## config.mk

```make
export PLATFORM = sky130hd
export DESIGN_NAME = ffr_lcg
export DESIGN_NICKNAME = d
export VERILOG_FILES = /design/src/rtl/ffr_pkg.sv /design/src/rtl/ffr_lcg.sv
export SDC_FILE = /design/constraint.sdc
export NUM_CORES = 1
export LEC_CHECK = 0
export BUFFER_PORTS_ARGS = -buffer_cell sky130_fd_sc_hd__buf_2
export CAP_MARGIN = 10
export CORE_MARGIN = 2
export CORE_UTILIZATION = 50
export DETAILED_ROUTE_END_ITERATION = 8
export GPL_ROUTABILITY_DRIVEN = 0
export HOLD_SLACK_MARGIN = 0.02
export PLACE_DENSITY_LB_ADDON = 0.1
export SLEW_MARGIN = 20
export SYNTH_ARGS = -nofsm -noshare
export SYNTH_HDL_FRONTEND = slang
export SYNTH_SLANG_ARGS = --single-unit
```

## constraint.sdc

```tcl
create_clock -name clk -period 14.5 [get_ports clk]
set_input_delay 0 -clock clk [delete_from_list [all_inputs] [get_ports clk]]
set_output_delay 0 -clock clk [all_outputs]
set_load 0.05 [all_outputs]
```

## src/rtl/ffr_pkg.sv

```systemverilog
// Shared types and constants for the frame ring with random drop.
package ffr_pkg;

  localparam int SLOTS_DEF     = 64;
  localparam int MAX_FRAME_DEF = 1518;

  localparam int BYTE_W     = 8;
  localparam int LEN_W      = 11;
  localparam int PERMILLE_W = 10;
  localparam int CNT_W      = 32;

  localparam logic [CNT_W-1:0]      LCG_MUL      = 32'd1103515245;
  localparam logic [CNT_W-1:0]      LCG_INC      = 32'd12345;
  localparam logic [CNT_W-1:0]      LCG_SEED     = 32'h12345678;
  localparam logic [PERMILLE_W-1:0] PERMILLE_MAX = 10'd1000;

  typedef enum logic [2:0] {
    ST_QUEUED   = 3'd0,
    ST_INJECTED = 3'd1,
    ST_FULL     = 3'd2,
    ST_TOO_LONG = 3'd3,
    ST_READ     = 3'd4,
    ST_EMPTY    = 3'd5
  } status_t;

  typedef enum logic {
    CS_IDLE = 1'b0,
    CS_EXEC = 1'b1
  } ctl_state_t;

  typedef struct packed {
    logic rd_en;
    logic byte_we;
    logic len_we;
  } store_ctl_t;

endpackage

```

## src/rtl/ffr_lcg.sv

```systemverilog
// ANSI LCG with registered product and permille drop decision.
module ffr_lcg (
  input  logic                           clk,
  input  logic                           rst,
  input  logic                           step,
  input  logic [ffr_pkg::PERMILLE_W-1:0] permille,
  output logic                           hit
);

  logic [ffr_pkg::CNT_W-1:0] lcg_value;
  logic [ffr_pkg::CNT_W-1:0] lcg_prod;
  logic [14:0]               draw;
  logic [ffr_pkg::LEN_W-1:0] rem_raw;
  logic [ffr_pkg::LEN_W-1:0] rem;

  always_ff @(posedge clk) begin
    if (rst) begin
      lcg_value <= ffr_pkg::LCG_SEED;
    end else if (step) begin
      lcg_value <= lcg_prod;
    end
  end

  always_ff @(posedge clk) begin
    lcg_prod <= lcg_value * ffr_pkg::LCG_MUL + ffr_pkg::LCG_INC;
  end

  // draw = 1024*k + m, so draw - 1000*k = m + 24*k stays below 2000
  assign draw    = lcg_prod[30:16];
  assign rem_raw = {1'b0, draw[9:0]} + (ffr_pkg::LEN_W'(draw[14:10]) * 11'd24);
  assign rem     = (rem_raw >= 11'd1000) ? rem_raw - 11'd1000 : rem_raw;
  assign hit     = rem < ffr_pkg::LEN_W'(permille);

endmodule

```

==> metrics.cfg <==
[clock_network]
cts_resized = 0
post_cts.repair.setup_buffers = 0
cts_buffer_depth = 2
cts_sinks = 62
cts.clk_slew.worst_paths_ns = 0.06
clock_latency_ns = 0.35
cts_tree = yes
htreeDepth = 3
hold_buffers = 0
root_buffer = clkbuf_16
cts_buffers = 9

[synth]
synthArstFlopShare_pct = 0
synth-adder-area-share_pct = 55.5
synth-compound-area-share_pct = 6.99
synth_area_leaders = fa_1 (32%), ha_1 (24%), inv_1 (15%)
synth_area_per_cell_sq_um = 9.22
synth-simple-area-share_pct = 4.97
synth_mux_area_share_pct = 1.85
synth_top_family_by_area = adder cells
synth_xor_area_share_pct = 4.93
ys_seq_elements = 62
ys_seq_area_share_pct = 10.9
yosys_warnings = 0
synth_flop_cell = dfxtp_1
synth.largest_area_cell = fa_1
synth_edf_count = 0
netlist_instances = 1232
syn_nets = 1642
synth_top_area_share_pct = 31.5
synth.distinct_cells = 47
syn-cell-area_sq_um = 11400

[run_status]
outcome = finished clean

[floorplanning]
dieWidth_um = 155
core_sq_um = 22500
die_area_sq_um = 23900
num_io_pins = 14
start_util_pct = 50.5
rows = 55
dieHeight_um = 155

[routing]
wl_um = 27200
dr.first_iter.drc_count = 358
drtPass1Iterations = 5
vias_per_cell = 4.96
ant_nets = 0
vias = 7638
wire_per_inst_um = 17.6
drc = 0

[timing]
rsz0062_at_grt = false
period_needed_ns = 7.07
finalMaxSlewViolations = 0
hold_viol_final = 0
slew_headroom_pct = 55.8
fmax_ghz = 0.141
setup_tns_ns = 0
finalSetupViolCount = 0
finClkSkew_ns = 0.0103
worst_slew_pin_slew_ns = 0.656
finalCritPeriodShare_pct = 48.8

[critical_path]
crit_slowest_cell = fa_1
critical-path-max-stage-delay_ns = 0.56
setup.worst_path.class = flip-flop to flip-flop
path_cells = ha_1 > xor2_1 > ha_1 > a21oi_1 > fa_1 > fa_1 > inv_1 > fa_1 > inv_1 > fa_1 > inv_1 > fa_1 > inv_1 > fa_1 > inv_1 > ha_1 > and4_1 > and3_1 > and2_1 > a221o_1 > a21oi_1 > o211ai_1 > and3_1 > a211oi_2
end_kind = flip-flop
start_kind = flip-flop
worstPathRequired_ns = 14.77
arrival_ns = 7.34
critPathTopFamily = adder cells
cpMostUsedCell = fa_1
crit_buf_inv = 5
path_max_fanout = 8

[cells_and_area]
post_route_cells_drive_above_1_share_pct = 3.11
final_nets = 1661
fill_cells = 2133
antenna_cells = 0
area_growth_pct = 6.69
fin_util_pct = 53.9

[global_route]
grt_pass1_vias = 8226
grt_overflow = 0
grt_usage_pct = 24.9
antenna_found_initial = 0
grt_max_degree = 44
grt_pass1_wl_um = 45000

[place]
place_hpwl_um = 23900
io_buffer_count = 13

[min_path]
hold_class = primary input to flip-flop

[flow_run]
max_cap_viol_count = 0

path summary, 6_finish.rpt:
kind	from	end	slack [ns]	cells after the start
setup / recovery	lcg_value[7]	lcg_prod[30]	7.43	24
hold / removal	step	lcg_value[28]	0.11	3
hold reg to reg	lcg_prod[4]	lcg_value[4]	0.45	2
setup reg to reg	lcg_value[7]	lcg_prod[30]	7.43	24
cells by family after synthesis:
logic type	Yosys count
muxes	21
AOI/OAI and AO/OA	121
adders and majority gates	397
and+or+nand+nor	119
buffers and inverters	448
DFF	62
xor gates and xnor gates	64
registers in the layout, summed over array words and instances, names as in the netlist:
| register | flops |
|---|---|
| lcg_value | 31 |
| lcg_prod | 31 |
synth_stat cells, types with 2 or more instances:
master    count
o21a_1        4
clkbuf_1      6
a221oi_1      2
xor2_1       16
ha_1        218
o21bai_1      4
buf_1         2
nor2_1       37
a211oi_1      3
a31oi_1       3
dfxtp_1      62
nand2_1      31
nor3_1       11
nor3b_1       3
fa_1        179
a21boi_0      3
a21o_1       16
o21ai_0      21
a221o_1       2
nand2b_1      4
o211ai_1     18
a21oi_1      35
or4_1         2
and3_1        6
a211o_1       2
nand3_1       7
inv_1       440
nor4_1        2
and2_1        5
mux2i_1      21
xnor2_1      48
nand4_1       4
layout make-up:
type	count	area (sq um)	share of cell area, %
Clock buffer	11	253	2.08
Sequential cell	62	1240	10.2
Inverter	440	1650	13.6
Clock inverter	5	81.3	0.671
Tap cell	285	357	2.94
Timing Repair Buffer	16	100	0.826
Multi-Input combinational cell	722	8440	69.6
tightest hold or removal path, stage by stage:
cell	delay [ns]
buf_2	0.23
nand2_1	0.10
o211ai_1	0.07
metal layers:
metal  global-route usage [%]  vias to the layer above  wire length [um]
met3                     3.22                       21               874
met2                     38.3                       89             11900
li1                         -                     3764                 -
met4                     4.89                        0               371
met1                     37.9                     3764             14100
met5                        0                        -                 0
through the flow:
step	std cells	hold WS (ns)	setup WS, ns	cell area [sq um]
6_report	1541	0.111	7.43	12100
5_1_grt	1541	0.143	7.14	12100
4_1_cts	1540	0.137	7.45	12100
3_5_place_dp	1524	0.437	7.52	11800
3_3_place_gp	1524	0.433	7.54	11800
2_1_floorplan	1232	0.308	8.11	11400
layout by cell type (no fill, tap or decap), drive strengths merged, types with 16 or more instances in the layout:
cell,netlist,routed
a21oi,36,36
mux2i,21,21
xnor2,48,48
xor2,16,16
o211ai,18,18
fa,179,179
dfxtp,62,62
nand2,31,31
ha,218,218
inv,440,440
o21ai,21,21
a21o,16,16
nor2,37,37
buf,2,16
Power is not shown: default switching activity piles up to over one toggle a cycle in this logic, so the estimate is an artifact.
